## config.mk

```make
export PLATFORM = sky130hd
export DESIGN_NAME = audio_envelope_brightness
export DESIGN_NICKNAME = d
export VERILOG_FILES = /design/src/design/aeb_pkg.sv /design/src/design/aeb_mul.sv /design/src/design/aeb_step.sv /design/src/design/audio_envelope_brightness.sv
export VERILOG_INCLUDE_DIRS = /design/src /design/src/design
export SDC_FILE = /design/constraint.sdc
export NUM_CORES = 1
export LEC_CHECK = 0
export ABC_AREA = 0
export BUFFER_PORTS_ARGS = -buffer_cell sky130_fd_sc_hd__buf_2
export CORE_MARGIN = 8
export CORE_UTILIZATION = 49
export DETAILED_ROUTE_END_ITERATION = 10
export PLACE_DENSITY = 0.7
export SLEW_MARGIN = 20
export SYNTH_ARGS = -nofsm -noshare
export SYNTH_HDL_FRONTEND = slang
export SYNTH_SLANG_ARGS = --single-unit
```

## constraint.sdc

```tcl
create_clock -name clk -period 16.7 [get_ports clk]
set_input_delay 2.505 -clock clk [delete_from_list [all_inputs] [get_ports clk]]
set_output_delay 2.505 -clock clk [all_outputs]
set_load 0.05 [all_outputs]
```

## src/design/assert_macros.svh

```systemverilog
// Assertion macros used by the envelope brightness top-level design file.
// Expects signals named clk and arst_n in the including scope.
`ifndef ASSERT_MACROS_SVH
`define ASSERT_MACROS_SVH

// Clocked property, masked while reset is asserted.
`define AEB_ASSERT(name, prop, msg) \
	name: assert property (@(posedge clk) disable iff (!arst_n) (prop)) else $error(msg);

// Implication form: antecedent then consequent on the next clock.
`define AEB_ASSERT_NEXT(name, ante, cons, msg) \
	name: assert property (@(posedge clk) disable iff (!arst_n) (ante) |=> (cons)) \
		else $error(msg);

`endif

```

## src/design/aeb_pkg.sv

```systemverilog
// Package for the audio envelope brightness block: widths, reset values
// and constant-division factors. No dependencies.
package aeb_pkg;

	localparam int unsigned AEB_LEVEL_W   = 16;
	localparam int unsigned AEB_TICK_W    = 8;
	localparam int unsigned AEB_DRIVE_W   = 17;
	localparam int unsigned AEB_PROD_W    = 2 * AEB_LEVEL_W;
	localparam int unsigned AEB_MAX_TICKS = 255;

	localparam logic [AEB_LEVEL_W-1:0] AEB_MIX_GAIN_RST = 16'd6554;

	// Smoothing divisors: low envelope weight 120/121, high envelope 50/51.
	localparam logic [AEB_LEVEL_W:0] AEB_LOW_DIV  = 17'd121;
	localparam logic [AEB_LEVEL_W:0] AEB_HIGH_DIV = 17'd51;

	// floor(m/d) = (m * ceil(2^24/d)) >> 24, exact for m < 2^17.
	localparam int unsigned AEB_RECIP_SHIFT = 24;
	localparam int unsigned AEB_RECIP_W     = 19;
	localparam logic [AEB_RECIP_W-1:0] AEB_LOW_RECIP  = 19'd138655;
	localparam logic [AEB_RECIP_W-1:0] AEB_HIGH_RECIP = 19'd328966;

endpackage

```

## src/design/aeb_mul.sv

```systemverilog
// Shared 16x16 unsigned multiplier with a registered product.
// Depends on aeb_pkg.
module aeb_mul import aeb_pkg::*; (
	input  logic                   clk,
	input  logic                   en,
	input  logic [AEB_LEVEL_W-1:0] a,
	input  logic [AEB_LEVEL_W-1:0] b,
	output logic [AEB_PROD_W-1:0]  p
);

	logic [AEB_PROD_W-1:0] p_s1;

	always_ff @(posedge clk) begin
		if (en) begin
			p_s1 <= AEB_PROD_W'(a) * AEB_PROD_W'(b);
		end
	end

	assign p = p_s1;

endmodule

```

## src/design/aeb_step.sv

```systemverilog
// One smoothing step: env' = floor((w*env + x) / (w+1)), computed as
// env + floor((x - env)/(w+1)) with a reciprocal multiply. Depends on aeb_pkg.
module aeb_step import aeb_pkg::*; (
	input  logic                   sel_high,
	input  logic [AEB_LEVEL_W-1:0] env,
	input  logic [AEB_LEVEL_W-1:0] x,
	output logic [AEB_LEVEL_W-1:0] env_next
);

	localparam int unsigned MW = AEB_LEVEL_W + 1;
	localparam int unsigned PW = MW + AEB_RECIP_W;

	logic                   rising;
	logic [MW-1:0]          div;
	logic [AEB_RECIP_W-1:0] recip;
	logic [MW-1:0]          mag;
	logic [PW-1:0]          prod;
	logic [AEB_LEVEL_W-1:0] quot;

	always_comb begin
		rising = (x >= env);
		div    = sel_high ? AEB_HIGH_DIV : AEB_LOW_DIV;
		recip  = sel_high ? AEB_HIGH_RECIP : AEB_LOW_RECIP;
		// negative side: floor(-m/d) = -floor((m + d - 1)/d)
		if (rising) begin
			mag = MW'(x - env);
		end else begin
			mag = MW'(env - x) + div - MW'(1);
		end
		prod = PW'(mag) * PW'(recip);
		quot = AEB_LEVEL_W'(prod >> AEB_RECIP_SHIFT);
		if (rising) begin
			env_next = env + quot;
		end else begin
			env_next = env - quot;
		end
	end

endmodule

```

## src/design/audio_envelope_brightness.sv

```systemverilog
// Channel   Dir  Width  Contents
// s_axis    in   40     low_level, high_level, elapsed_ticks
// m_axis    out  24     drive_level
// cfg       in   16     mix_gain
//
// Each item is squared, smoothed for min(elapsed_ticks, MAX_TICKS) ticks,
// attack-clamped and mixed. The step unit runs each tick as one low and one
// high envelope step. The multiplier serves squaring and mixing.
// arst_n clears envelopes and handshakes and loads the default gain. A result
// waits in the output register; the next item is taken while it waits, and that
// item's last cycle holds until the register empties.
// Top level of the envelope brightness block. Depends on aeb_pkg,
// aeb_mul, aeb_step and assert_macros.svh.
`include "assert_macros.svh"

module audio_envelope_brightness import aeb_pkg::*; #(
	parameter int unsigned MAX_TICKS = AEB_MAX_TICKS
) (
	input  logic        clk,
	input  logic        arst_n,
	input  logic        s_axis_tvalid,
	output logic        s_axis_tready,
	input  logic [39:0] s_axis_tdata,  // low_level[15:0], high_level[31:16], elapsed_ticks[39:32]
	output logic        m_axis_tvalid,
	input  logic        m_axis_tready,
	output logic [23:0] m_axis_tdata,  // drive_level[16:0], zero fill
	input  logic        cfg_valid,
	output logic        cfg_ready,
	input  logic [15:0] cfg_data       // mix_gain
);

	localparam int unsigned TICK_CAP = (MAX_TICKS < 255) ? MAX_TICKS : 255;
	localparam logic [AEB_TICK_W-1:0] TICK_CAP_V = AEB_TICK_W'(TICK_CAP);

	typedef enum logic [2:0] {
		ST_IDLE,
		ST_SQUARE,
		ST_TICK,
		ST_ATTACK,
		ST_MIX,
		ST_FINISH
	} state_t;

	state_t                 state_q;
	logic [AEB_LEVEL_W-1:0] low_q;
	logic [AEB_LEVEL_W-1:0] high_q;
	logic [AEB_TICK_W-1:0]  cnt_q;
	logic                   phase_q;
	logic [AEB_LEVEL_W-1:0] low_env_q;
	logic [AEB_LEVEL_W-1:0] high_env_q;
	logic [AEB_LEVEL_W-1:0] gain_q;
	logic [AEB_LEVEL_W-1:0] big_q;
	logic                   out_valid_q;
	logic [AEB_DRIVE_W-1:0] out_q;

	logic                   in_xfer;
	logic [AEB_TICK_W-1:0]  ticks_in;
	logic [AEB_TICK_W-1:0]  ticks_sat;
	logic                   mul_en;
	logic [AEB_LEVEL_W-1:0] mul_a;
	logic [AEB_LEVEL_W-1:0] mul_b;
	logic [AEB_PROD_W-1:0]  mul_p;
	logic [AEB_LEVEL_W-1:0] sq;
	logic [AEB_LEVEL_W-1:0] step_env;
	logic [AEB_LEVEL_W-1:0] step_x;
	logic [AEB_LEVEL_W-1:0] step_next;
	logic                   low_is_big;
	logic [AEB_LEVEL_W-1:0] small_env;
	logic [AEB_DRIVE_W-1:0] drive;
	logic                   out_free;

	assign s_axis_tready = (state_q == ST_IDLE);
	assign in_xfer       = s_axis_tvalid && s_axis_tready;
	assign ticks_in      = s_axis_tdata[39:32];
	assign ticks_sat     = (ticks_in > TICK_CAP_V) ? TICK_CAP_V : ticks_in;
	assign cfg_ready     = 1'b1;

	assign m_axis_tvalid = out_valid_q;
	assign m_axis_tdata  = {{(24 - AEB_DRIVE_W){1'b0}}, out_q};
	assign out_free      = !out_valid_q || m_axis_tready;

	// squared level stays in the product register until the mix step
	assign sq = mul_p[AEB_PROD_W-1:AEB_LEVEL_W];

	assign low_is_big = (low_env_q > high_env_q);
	assign small_env  = low_is_big ? high_env_q : low_env_q;
	assign drive      = AEB_DRIVE_W'(big_q) + AEB_DRIVE_W'(sq);

	always_comb begin
		mul_en = (state_q == ST_SQUARE) || (state_q == ST_MIX);
		mul_a  = (state_q == ST_MIX) ? gain_q : low_q;
		mul_b  = (state_q == ST_MIX) ? small_env : low_q;
	end

	assign step_env = phase_q ? high_env_q : low_env_q;
	assign step_x   = phase_q ? high_q : sq;

	aeb_mul u_mul (
		.clk (clk),
		.en  (mul_en),
		.a   (mul_a),
		.b   (mul_b),
		.p   (mul_p)
	);

	aeb_step u_step (
		.sel_high (phase_q),
		.env      (step_env),
		.x        (step_x),
		.env_next (step_next)
	);

	always_ff @(posedge clk or negedge arst_n) begin
		if (!arst_n) begin
			state_q     <= ST_IDLE;
			cnt_q       <= '0;
			phase_q     <= 1'b0;
			low_env_q   <= '0;
			high_env_q  <= '0;
			gain_q      <= AEB_MIX_GAIN_RST;
			out_valid_q <= 1'b0;
		end else begin
			if (cfg_valid && cfg_ready) begin
				gain_q <= cfg_data;
			end
			if (out_valid_q && m_axis_tready && state_q != ST_FINISH) begin
				out_valid_q <= 1'b0;
			end
			unique case (state_q)
				ST_IDLE: begin
					if (in_xfer) begin
						cnt_q   <= ticks_sat;
						phase_q <= 1'b0;
						state_q <= ST_SQUARE;
					end
				end
				ST_SQUARE: begin
					state_q <= ST_TICK;
				end
				ST_TICK: begin
					if (cnt_q == '0) begin
						state_q <= ST_ATTACK;
					end else begin
						if (phase_q) begin
							high_env_q <= step_next;
							cnt_q      <= cnt_q - AEB_TICK_W'(1);
						end else begin
							low_env_q <= step_next;
						end
						phase_q <= !phase_q;
					end
				end
				ST_ATTACK: begin
					if (sq > low_env_q) begin
						low_env_q <= sq;
					end
					state_q <= ST_MIX;
				end
				ST_MIX: begin
					state_q <= ST_FINISH;
				end
				ST_FINISH: begin
					if (out_free) begin
						out_valid_q <= 1'b1;
						state_q     <= ST_IDLE;
					end
				end
				default: begin
					state_q <= ST_IDLE;
				end
			endcase
		end
	end

	// payload registers
	always_ff @(posedge clk) begin
		if (in_xfer) begin
			low_q  <= s_axis_tdata[15:0];
			high_q <= s_axis_tdata[31:16];
		end
		if (state_q == ST_MIX) begin
			big_q <= low_is_big ? low_env_q : high_env_q;
		end
		if (state_q == ST_FINISH && out_free) begin
			out_q <= drive;
		end
	end

	`AEB_ASSERT_NEXT(a_tick_count_down, (state_q == ST_TICK && cnt_q != '0),
		(cnt_q <= $past(cnt_q)), "tick count grew during smoothing")
	`AEB_ASSERT_NEXT(a_attack_applied, (state_q == ST_ATTACK),
		(low_env_q >= $past(sq)), "low envelope below squared level after attack")
	`AEB_ASSERT_NEXT(a_drive_not_below_big, (state_q == ST_FINISH && out_free),
		(m_axis_tvalid && m_axis_tdata[16:0] >= {1'b0, $past(big_q)}),
		"result below larger envelope")

endmodule
```

==> summary.md, run 1 <==
| Metric | Value |
|---|---|
| TritonCTS clock tree | `done` |
| Die height | `244 um` |
| Pin count of the biggest net entering global routing | `63` |
| Startpoint Class | `register` |
| Final setup fails | `0` |
| Most common library cells after synthesis | `inv_1, ha_1, fa_1, nand2_1, nor2_1` |
| Synth top area share | `0.264` |
| P&R area growth vs syn | `7.04%` |
| Worst-path clk slew | `approximately 0.070 ns` |
| Net count, final | `3647` |
| Synth cell types | `74` |
| Mapped Cells | `around 2.8k` |
| Diode count | `0` |
| Final non-filler cell total | `3565` |
| Synth warn | `0` |
| Hold depth | `1` |
| FMAX | `approximately 74 MHz` |
| Worst path slowest cell | `buf_4` |
| Clock sinks | `142` |
| Worst hold path class | `register to register` |
| Crit path kind | `register to register` |
| I/O pin count | `88` |
| Final WL | `~65000 um` |
| Leading post-synthesis cells by cell area | `fa_1, ha_1, edfxtp_1` |
| Port buffer count | `79` |
| First drt pass iteration count | `6` |
| Tcrit/Tclk final | `0.813` |
| Most frequent cell after synthesis | `inv_1` |
| Setup Skew | `roughly 0.016 ns` |
| Min cycle time layout | `13.58 ns` |
| Final instance area | `27200 sq um` |
| CTS max path bufs | `2` |
| H-tree levels | `4` |
| # placed instances | `3533` |
| DP HPWL | `54800 um` |
| Site row count | `83` |
| Routed WL per cell | `18.3 um` |
| Reg2Reg Depth | `51` |
| Root buf cell | `clkbuf_16` |
| Via count | `19.6k` |
| Max-Cap Viols | `0` |
| Total grt overflow | `0` |
| Slew Viols, Final | `0` |
| Initial antenna violation count | `1` |
| Hold Path End | `gain_q[9]$_DFFE_PN0P_` |
| Fin worst setup slack | `3.12 ns` |
| Final hold viol count | `0` |
| Async set-or-reset flop fraction in the synthesized netlist | `0.430` |
| Endpoint type of the worst setup path | `register` |
| Worst-path maximum fanout | `between 60 and 70` |
| Syn_area_per_cell | `9.00 sq um` |
| Initial DRC count | `1317` |
| DIE WIDTH | `244 um` |
| Worst Max-Slew Pin Slew | `about 1.1 ns` |
| First-pass GRT wire length | `around 110000 um` |
| Area leader, netlist | `fa_1` |
| Worst reg2reg path endpoint | `high_env_q[15]$_DFFE_PN0P_` |
| Max-slew headroom | `0.277` |
| Post-route DRC | `0` |
| Drt via density | `5.50` |
| R2R setup slack | `3.12 ns` |
| Num CTS Buffers | `17` |
| CP required | `roughly 17 ns` |
| Pre-CTS WS | `around 3.3 ns` |
| Max stage delay on crit path | `0.68 ns` |
| Post-synthesis sequential area ratio | `0.156` |
| Hold buffer count at CTS | `0` |
| RSZ-0062 raised after global routing | `no` |
| Die Area | `59400 sq um` |
| DP Area | `between 20000 and 30000 sq um` |
| Ys flop type | `edfxtp_1` |
| Worst-skew pair later-pin latency | `0.45 ns` |
| Status | `complete, no violations` |
| Cell Area, Synth | `25400 sq um` |
| Fin Setup TNS | `0 ns` |
| Yosys reg bits | `142` |
| R2R Path Start | `phase_q$_DFFE_PN0P_` |
| Initial Utilization | `0.495` |
| Core Area | `51300 sq um` |
| Cell repeated most along the worst path | `fa_1` |
| Cts repair resizes | `0` |
| EDFF count, synth | `81` |
| Routed Antenna Nets | `0` |
| Share of post-route cells with drive strength above 1 | `0.0690` |
| Hold Path Origin | `gain_q[9]$_DFFE_PN0P_` |
| Number of fill cells | `approximately 4.7k` |
| Gpl congestion | `0.951` |
| Vias in the first global route | `20.6k` |
| Setup repair bufs after CTS | `0` |
| Tot GR Track Use | `0.223` |
| Worst EP arrival | `13.90 ns` |
## worst max-delay path: cells and delay by family (launching register included)
family / cells / cell delay, ns
AOI/OAI and AO/OA: 20 / 4.58
adders and majority gates: 11 / 4.92
DFF: 1 / 0.39
and+or+nand+nor: 9 / 1.76
buffers and inverters: 7 / 1.05
xor gates and xnor gates: 3 / 0.47
muxes: 1 / 0.29
## stage by stage
| step | hold WS, ns | utilization |
|---|---|---|
| 2_1_floorplan | 0.470 | - |
| 3_3_place_gp | 0.489 | 0.517 |
| 3_5_place_dp | 0.496 | 0.517 |
| 6_report | 0.512 | 0.530 |
| 5_1_grt | 0.524 | 0.530 |
| 4_1_cts | 0.513 | 0.530 |
## final cells by class
type | instances | area, sq um | area share
multi-input cells | 2013 | 18900 | 0.696
repair buffers | 102 | 568 | 0.0209
clock inverters | 15 | 224 | 0.00824
flip-flops and latches | 142 | 3970 | 0.146
clock buffers | 17 | 425 | 0.0156
well taps | 680 | 851 | 0.0313
inverters | 596 | 2240 | 0.0823
## flip-flops by register name, summed over array words and instances (netlist names)
| name | flops |
|---|---|
| gain_q | 16 |
| u_mul.p | 16 |
| low_env_q | 16 |
| phase_q | 1 |
| high_q | 16 |
| m_axis_tvalid | 1 |
| cnt_q | 8 |
| out_q | 17 |
| high_env_q | 16 |
| low_q | 16 |
| big_q | 16 |
| state_q | 3 |
## layout by cell type (no fill, tap or decap), types with 39 or more instances in the layout
cell type  count
xnor2_1       55
o21ai_1       39
nor2_1       165
edfxtp_1      81
nand2_1      317
o21ai_0       61
fa_1         335
inv_1        594
a21oi_1      127
ha_1         379
buf_2         79
dfrtp_1       53
mux2i_1       43
nor3_1        44
and2_1        41
## logic make-up (layout without fill, tap and decap cells)
family | count (synthesis) | after routing | synth area share
muxes | 79 | 79 | 0.0329
buffers and inverters | 682 | 730 | 0.102
other | 2 | 16 | 0.000296
adders and majority gates | 714 | 714 | 0.451
xor gates and xnor gates | 77 | 77 | 0.0271
DFF | 142 | 142 | 0.156
and+or+nand+nor | 695 | 695 | 0.122
AOI/OAI and AO/OA | 432 | 432 | 0.108
## how the worst max path moves through the flow
stage                                    from                    endpoint
after CTS                 phase_q$_DFFE_PN0P_  high_env_q[15]$_DFFE_PN0P_
final                     phase_q$_DFFE_PN0P_  high_env_q[15]$_DFFE_PN0P_
after detailed placement  phase_q$_DFFE_PN0P_  high_env_q[15]$_DFFE_PN0P_
after global routing      phase_q$_DFFE_PN0P_   low_env_q[15]$_DFFE_PN0P_
after floorplan           phase_q$_DFFE_PN0P_   low_env_q[15]$_DFFE_PN0P_
after global placement    phase_q$_DFFE_PN0P_   low_env_q[15]$_DFFE_PN0P_
## routing by layer
layer | up-vias | wire length [um] | GRT usage
met5 | - | 0 | 0
met4 | 0 | 1940 | 0.0705
li1 | 9168 | - | -
met2 | 666 | 30400 | 0.364
met1 | 9684 | 28800 | 0.300
met3 | 106 | 4180 | 0.0377
Power of run 1 is not shown: default switching activity piles up to over one toggle a cycle in this logic, so the estimate is an artifact.
==> inputs of run 2 (changes only) <==
ABC_AREA = 1   (was 0)
clock period = 13.54 ns   (was 16.7 ns; I/O delays follow)
==> run 2 against run 1 <==
Against the previous run:
- synthesized cell count grew 18%
- register-to-register slack lost 1.6 ns
- flip-flop and latch count is the same
- first-iteration DRC count grew 45%
- area after synthesis grew 4.3%
- cell count grew 15%
- worst setup slack lost 1.6 ns
- count of clock-buffer cells in the layout grew 2
- final area grew 3.7%
==> summary.md, run 2 <==
| Metric | Value |
|---|---|
| RSZ-0062 raised after global routing | `no` |
| Leading post-synthesis cells by cell area | `fa_1, ha_1, inv_1` |
| Crit. Startpoint | `phase_q$_DFFE_PN0P_` |
| Max-slew headroom | `0.308` |
| Synth top area share | `0.253` |
| Synth cell types | `63` |
| EDFF count, synth | `81` |
| Final WL | `75500 um` |
| TritonCTS clock tree | `done` |
| Worst EP arrival | `between 10 and 15 ns` |
| Initial Utilization | `0.494` |
| Synth warn | `0` |
| Pin count of the biggest net entering global routing | `62` |
| Final hold viol count | `0` |
| First-pass GRT wire length | `around 120000 um` |
| Status | `complete, no violations` |
| Worst path slowest cell | `dfrtp_2` |
| Site row count | `85` |
| I/O pin count | `between 80 and 90` |
| Final setup fails | `0` |
| R2R Path Start | `phase_q$_DFFE_PN0P_` |
| Num CTS Buffers | `17` |
| Max FFs per register | `17` |
| Root buf cell | `clkbuf_16` |
| Most frequent cell after synthesis | `inv_1` |
| Routed Antenna Nets | `0` |
| Crit path kind | `register to register` |
| Tcrit/Tclk final | `0.885` |
| Most common cell after layout, fill and taps aside | `inv_1` |
| Most common library cells after synthesis | `inv_1, nand2_1, ha_1, fa_1, nor2_1` |
| Routed WL per cell | `18.4 um` |
| Worst-skew pair later-pin latency | `between 0.4 and 0.5 ns` |
| DP HPWL | `approximately 64000 um` |
| Max-Cap Viols | `0` |
| H-tree levels | `4` |
| Endpoint type of the worst setup path | `register` |
| Max stage delay on crit path | `0.90 ns` |
| CTS max path bufs | `2` |
| Drt via density | `between 5 and 6` |
| Async set-or-reset flop fraction in the synthesized netlist | `0.430` |
| CP delay by family, top | `adder cells` |
| Hold buffer count at CTS | `0` |
| Commonest non-fill, non-tap cells in the layout | `inv_1, nand2_1, ha_1` |
| Fin Setup TNS | `0 ns` |
| CP required | `13.89 ns` |
| Slew Viols, Final | `0` |
| Initial DRC count | `roughly 1.9k` |
| Area leader, netlist | `fa_1` |
| Startpoint Class | `register` |
| Post-route DRC | `0` |
| Mapped Cells | `3339` |
| Syn_area_per_cell | `7.94 sq um` |
| Worst-path maximum fanout | `a little over 40` |
| Die Area | `61800 sq um` |
| Gpl congestion | `0.999` |
| DIE WIDTH | `249 um` |
| Post-synthesis sequential area ratio | `0.150` |
| Worst Max-Slew Pin Slew | `roughly 1.0 ns` |
| Worst-path clk slew | `0.07 ns` |
| Cell Area, Synth | `approximately 26000 sq um` |
| Hold Path Origin | `gain_q[11]$_DFFE_PN1P_` |
| Via count | `~22k` |
| Worst hold path class | `register to register` |
| Port buffer count | `79` |
| Share of post-route cells with drive strength above 1 | `0.0658` |
| Min cycle time layout | `between 10 and 15 ns` |
| WP buf/inv | `13` |
| Largest Register | `out_q` |
| Clock sinks | `between 100 and 150` |
| Setup repair bufs after CTS | `0` |
| Core Area | `53600 sq um` |
| Initial antenna violation count | `1` |
| Diode count | `0` |
| Tot GR Track Use | `0.246` |
| Total grt overflow | `0` |
| First drt pass iteration count | `6` |
| Die height | `249 um` |
| Vias in the first global route | `around 22k` |
| P&R area growth vs syn | `6.43%` |
| Setup Skew | `about 0.014 ns` |
| FMAX | `83.5 MHz` |
| Cts repair resizes | `0` |
| Net count, final | `4167` |
| Ys flop type | `edfxtp_1` |
| Yosys reg bits | `142` |
run 2: cell count changes after synthesis, sizes merged, moves of 33 or more:
cell / delta
inv: +171
nand3: +71
nand2: +371
and2: -41
xor2: +33
xnor2: -33
o21ai: +71
nor2: +89
mux2i: -43
run 2: cell type report:
class | instances | area [sq um]
Fill cell | 5170 | 25400
Tap cell | 696 | 871
Clock inverter | 13 | 163
Timing Repair Buffer | 95 | 515
Multi-Input combinational cell | 2365 | 19400
Sequential cell | 142 | 3970
Inverter | 771 | 2900
Clock buffer | 19 | 433
run 2: worst paths after layout:
path / endpoint / slack [ns] / cells after the start
max in group asynchronous: phase_q$_DFFE_PN0P_ / 11.13 / 2
min in group asynchronous: gain_q[10]$_DFFE_PN0P_ / 1.78 / 2
max reg2reg: low_env_q[15]$_DFFE_PN0P_ / 1.56 / 62
min reg2reg: gain_q[11]$_DFFE_PN1P_ / 0.48 / 2
max: low_env_q[15]$_DFFE_PN0P_ / 1.56 / 62
min: gain_q[11]$_DFFE_PN1P_ / 0.48 / 2
run 2: cells by family (layout without fill, tap and decap cells):
group / count (synthesis) / after routing / synth area share
muxes: 10 / 10 / 0.00425
DFF: 142 / 142 / 0.150
and+or+nand+nor: 1121 / 1121 / 0.173
adders and majority gates: 714 / 714 / 0.432
other: 2 / 16 / 0.000283
AOI/OAI and AO/OA: 427 / 427 / 0.0926
xor gates and xnor gates: 77 / 77 / 0.0255
buffers and inverters: 846 / 898 / 0.123
run 2: per-stage QoR:
step	std cells	worst slack, ns	cell area (sq um)	util	hold slack, ns
finish	4101	1.56	28200	0.526	0.478
global route	4101	0.430	28200	0.526	0.518
CTS	4101	1.65	28200	0.526	0.485
detailed placement	4069	1.72	27600	0.515	0.474
global placement	4069	1.89	27600	0.515	0.474
floorplan	3353	3.17	26600	-	0.455
run 2: tightest hold or removal path, cell delays in order, from the launching register on:
cell     delay (ns)
dfstp_2        0.36
inv_1          0.05
o21ai_0        0.07
run 2: per-layer routing:
layer | up-vias | routed length [um] | global-route usage
li1 | 10500 | - | -
met3 | 113 | 9240 | 0.0914
met2 | 997 | 30800 | 0.356
met1 | 10400 | 33600 | 0.344
met5 | - | 13 | 0
met4 | 2 | 1850 | 0.0622
Power of run 2 is left out for the same reason.
==> inputs of run 3 (changes only) <==
ABC_AREA = unset   (was 1)
CTS_BUF_LIST = sky130_fd_sc_hd__clkbuf_4   (was unset)
clock period = 13.7 ns   (was 13.54 ns; I/O delays follow)
==> run 3 against run 2 <==
Against the previous run:
- worst setup slack got worse by 0.80 ns
- register-to-register slack got worse by 0.80 ns
- clock skew up 0.0071 ns
- hold slack better by 0.045 ns
- count of clock-buffer cells in the layout fell by 2
- final area decreased by 5.0%
- sequential share of layout area up 0.74 points
- flip-flop and latch count unchanged
==> summary.md, run 3 (synthesis gave the netlist of run 1 again) <==
| Metric | Value |
|---|---|
| Routed Antenna Nets | `0` |
| I/O pin count | `88` |
| Most common cell after layout, fill and taps aside | `inv_1` |
| Tcrit/Tclk final | `0.945` |
| Worst path slowest cell | `o21ai_1` |
| Final instance area | `26800 sq um` |
| Gpl congestion | `0.940` |
| R2R setup slack | `0.76 ns` |
| Clock sinks | `between 100 and 150` |
| Setup repair bufs after CTS | `0` |
| Worst-skew pair later-pin latency | `between 0.6 and 0.7 ns` |
| Max-Cap Viols | `0` |
| FMAX | `77.3 MHz` |
| Setup Skew | `approximately 0.022 ns` |
| Initial antenna violation count | `3` |
| CTS max path bufs | `2` |
| Final setup fails | `0` |
| Initial DRC count | `1397` |
| Post-route DRC | `0` |
| Worst EP arrival | `13.45 ns` |
| H-tree levels | `4` |
| Commonest non-fill, non-tap cells in the layout | `inv_1, ha_1, fa_1` |
| Share of post-route cells with drive strength above 1 | `0.0693` |
| Cell repeated most along the worst path | `ha_1` |
| Largest Register | `out_q` |
| Pin count of the biggest net entering global routing | `68` |
| Final hold viol count | `0` |
| Worst hold path class | `register to register` |
| Via count | `19.6k` |
| Core Area | `51300 sq um` |
| DIE WIDTH | `~240 um` |
| Site row count | `83` |
| P&R area growth vs syn | `5.49%` |
| Port buffer count | `79` |
| Slew Viols, Final | `0` |
| DP Area | `26600 sq um` |
| Hold WS | `0.523 ns` |
| Die height | `244 um` |
| Min cycle time layout | `12.94 ns` |
| First-pass GRT wire length | `about 110000 um` |
| Worst-path maximum fanout | `51` |
| DP HPWL | `54900 um` |
| Root buf cell | `clkbuf_4` |
| Crit path kind | `register to register` |
| Fin worst setup slack | `0.759 ns` |
| Startpoint Class | `register` |
| First drt pass iteration count | `7` |
| Pre-CTS WS | `around 0.9 ns` |
| Max stage delay on crit path | `0.82 ns` |
| Status | `complete, no violations` |
| CP required | `14.21 ns` |
| TritonCTS clock tree | `done` |
| Drt via density | `between 5 and 6` |
| Fin Setup TNS | `0 ns` |
| Vias in the first global route | `roughly 20k` |
| Endpoint type of the worst setup path | `register` |
| Worst Max-Slew Pin Slew | `1.03 ns` |
| Max FFs per register | `17` |
| Die Area | `59400 sq um` |
| Num CTS Buffers | `17` |
| Worst-path clk slew | `0.14 ns` |
| Initial Utilization | `0.495` |
| Tot GR Track Use | `0.220` |
| RSZ-0062 raised after global routing | `no` |
| Final WL | `64700 um` |
| Total grt overflow | `0` |
| Net count, final | `3650` |
| Routed WL per cell | `18.1 um` |
| Max-slew headroom | `0.314` |
run 3: cell types whose count changed in the layout (fill, tap and decap cells not counted), moves of 22 or more:
| cell | before | now |
|---|---|---|
| o21ai_0 | 147 | 61 |
| or2_2 | 28 | 6 |
| nand2_1 | 674 | 317 |
| and2_1 | 1 | 41 |
| inv_1 | 757 | 594 |
| mux2_2 | 10 | 35 |
| xor2_1 | 55 | 20 |
| xnor2_1 | 22 | 55 |
| nor2_1 | 245 | 165 |
| mux2i_1 | 0 | 42 |
| nand3_1 | 92 | 22 |
run 3: cell type report:
cell class / count / area (sq um)
antenna: 1 / 2.50
inverter: 596 / 2240
clock buffer: 17 / 128
fill: 4731 / 24500
multi-input combinational: 2013 / 18900
sequential: 142 / 3970
timing repair buffer: 105 / 591
clock inverter: 15 / 98.8
tap: 680 / 851
run 3: final timing paths:
| path | from | endpoint | cells past startpoint |
|---|---|---|---|
| setup reg to reg | phase_q$_DFFE_PN0P_ | high_env_q[15]$_DFFE_PN0P_ | 42 |
| min in group asynchronous | arst_n | gain_q[6]$_DFFE_PN0P_ | 2 |
| setup / recovery | phase_q$_DFFE_PN0P_ | high_env_q[15]$_DFFE_PN0P_ | 42 |
| hold / removal | gain_q[10]$_DFFE_PN0P_ | gain_q[10]$_DFFE_PN0P_ | 1 |
| hold reg to reg | gain_q[10]$_DFFE_PN0P_ | gain_q[10]$_DFFE_PN0P_ | 1 |
| max in group asynchronous | arst_n | phase_q$_DFFE_PN0P_ | 2 |
run 3: per-layer routing:
layer | track usage | share of wire | routed length, um | vias up
met3 | 0.0393 | 0.064 | 4120 | 126
met4 | 0.0803 | 0.036 | 2330 | 2
met5 | 0 | 0.00020 | 13 | -
met2 | 0.357 | 0.46 | 30000 | 608
met1 | 0.292 | 0.44 | 28300 | 9712
li1 | - | - | - | 9178
run 3: stage by stage:
stage | instances | utilization
floorplan | 2837 | -
global placement | 3536 | 0.518
detailed placement | 3536 | 0.518
CTS | 3568 | 0.522
global route | 3569 | 0.522
finish | 3569 | 0.522
run 3: critical path, delay by kind of cell (launching register included):
kind            cells  cell delay [ns]
compound gates     15             4.65
fa+ha+maj           9             3.54
simple gates        8             1.81
buf+inv             5             1.13
mux                 2             0.66
flops               1             0.55
xor+xnor            3             0.47
run 3: timing repair:
action,CTS,global route
endpoints found under the setup margin,0,2
resized for setup,0,2
hold buffers,0,0
Power of run 3 is left out for the same reason.
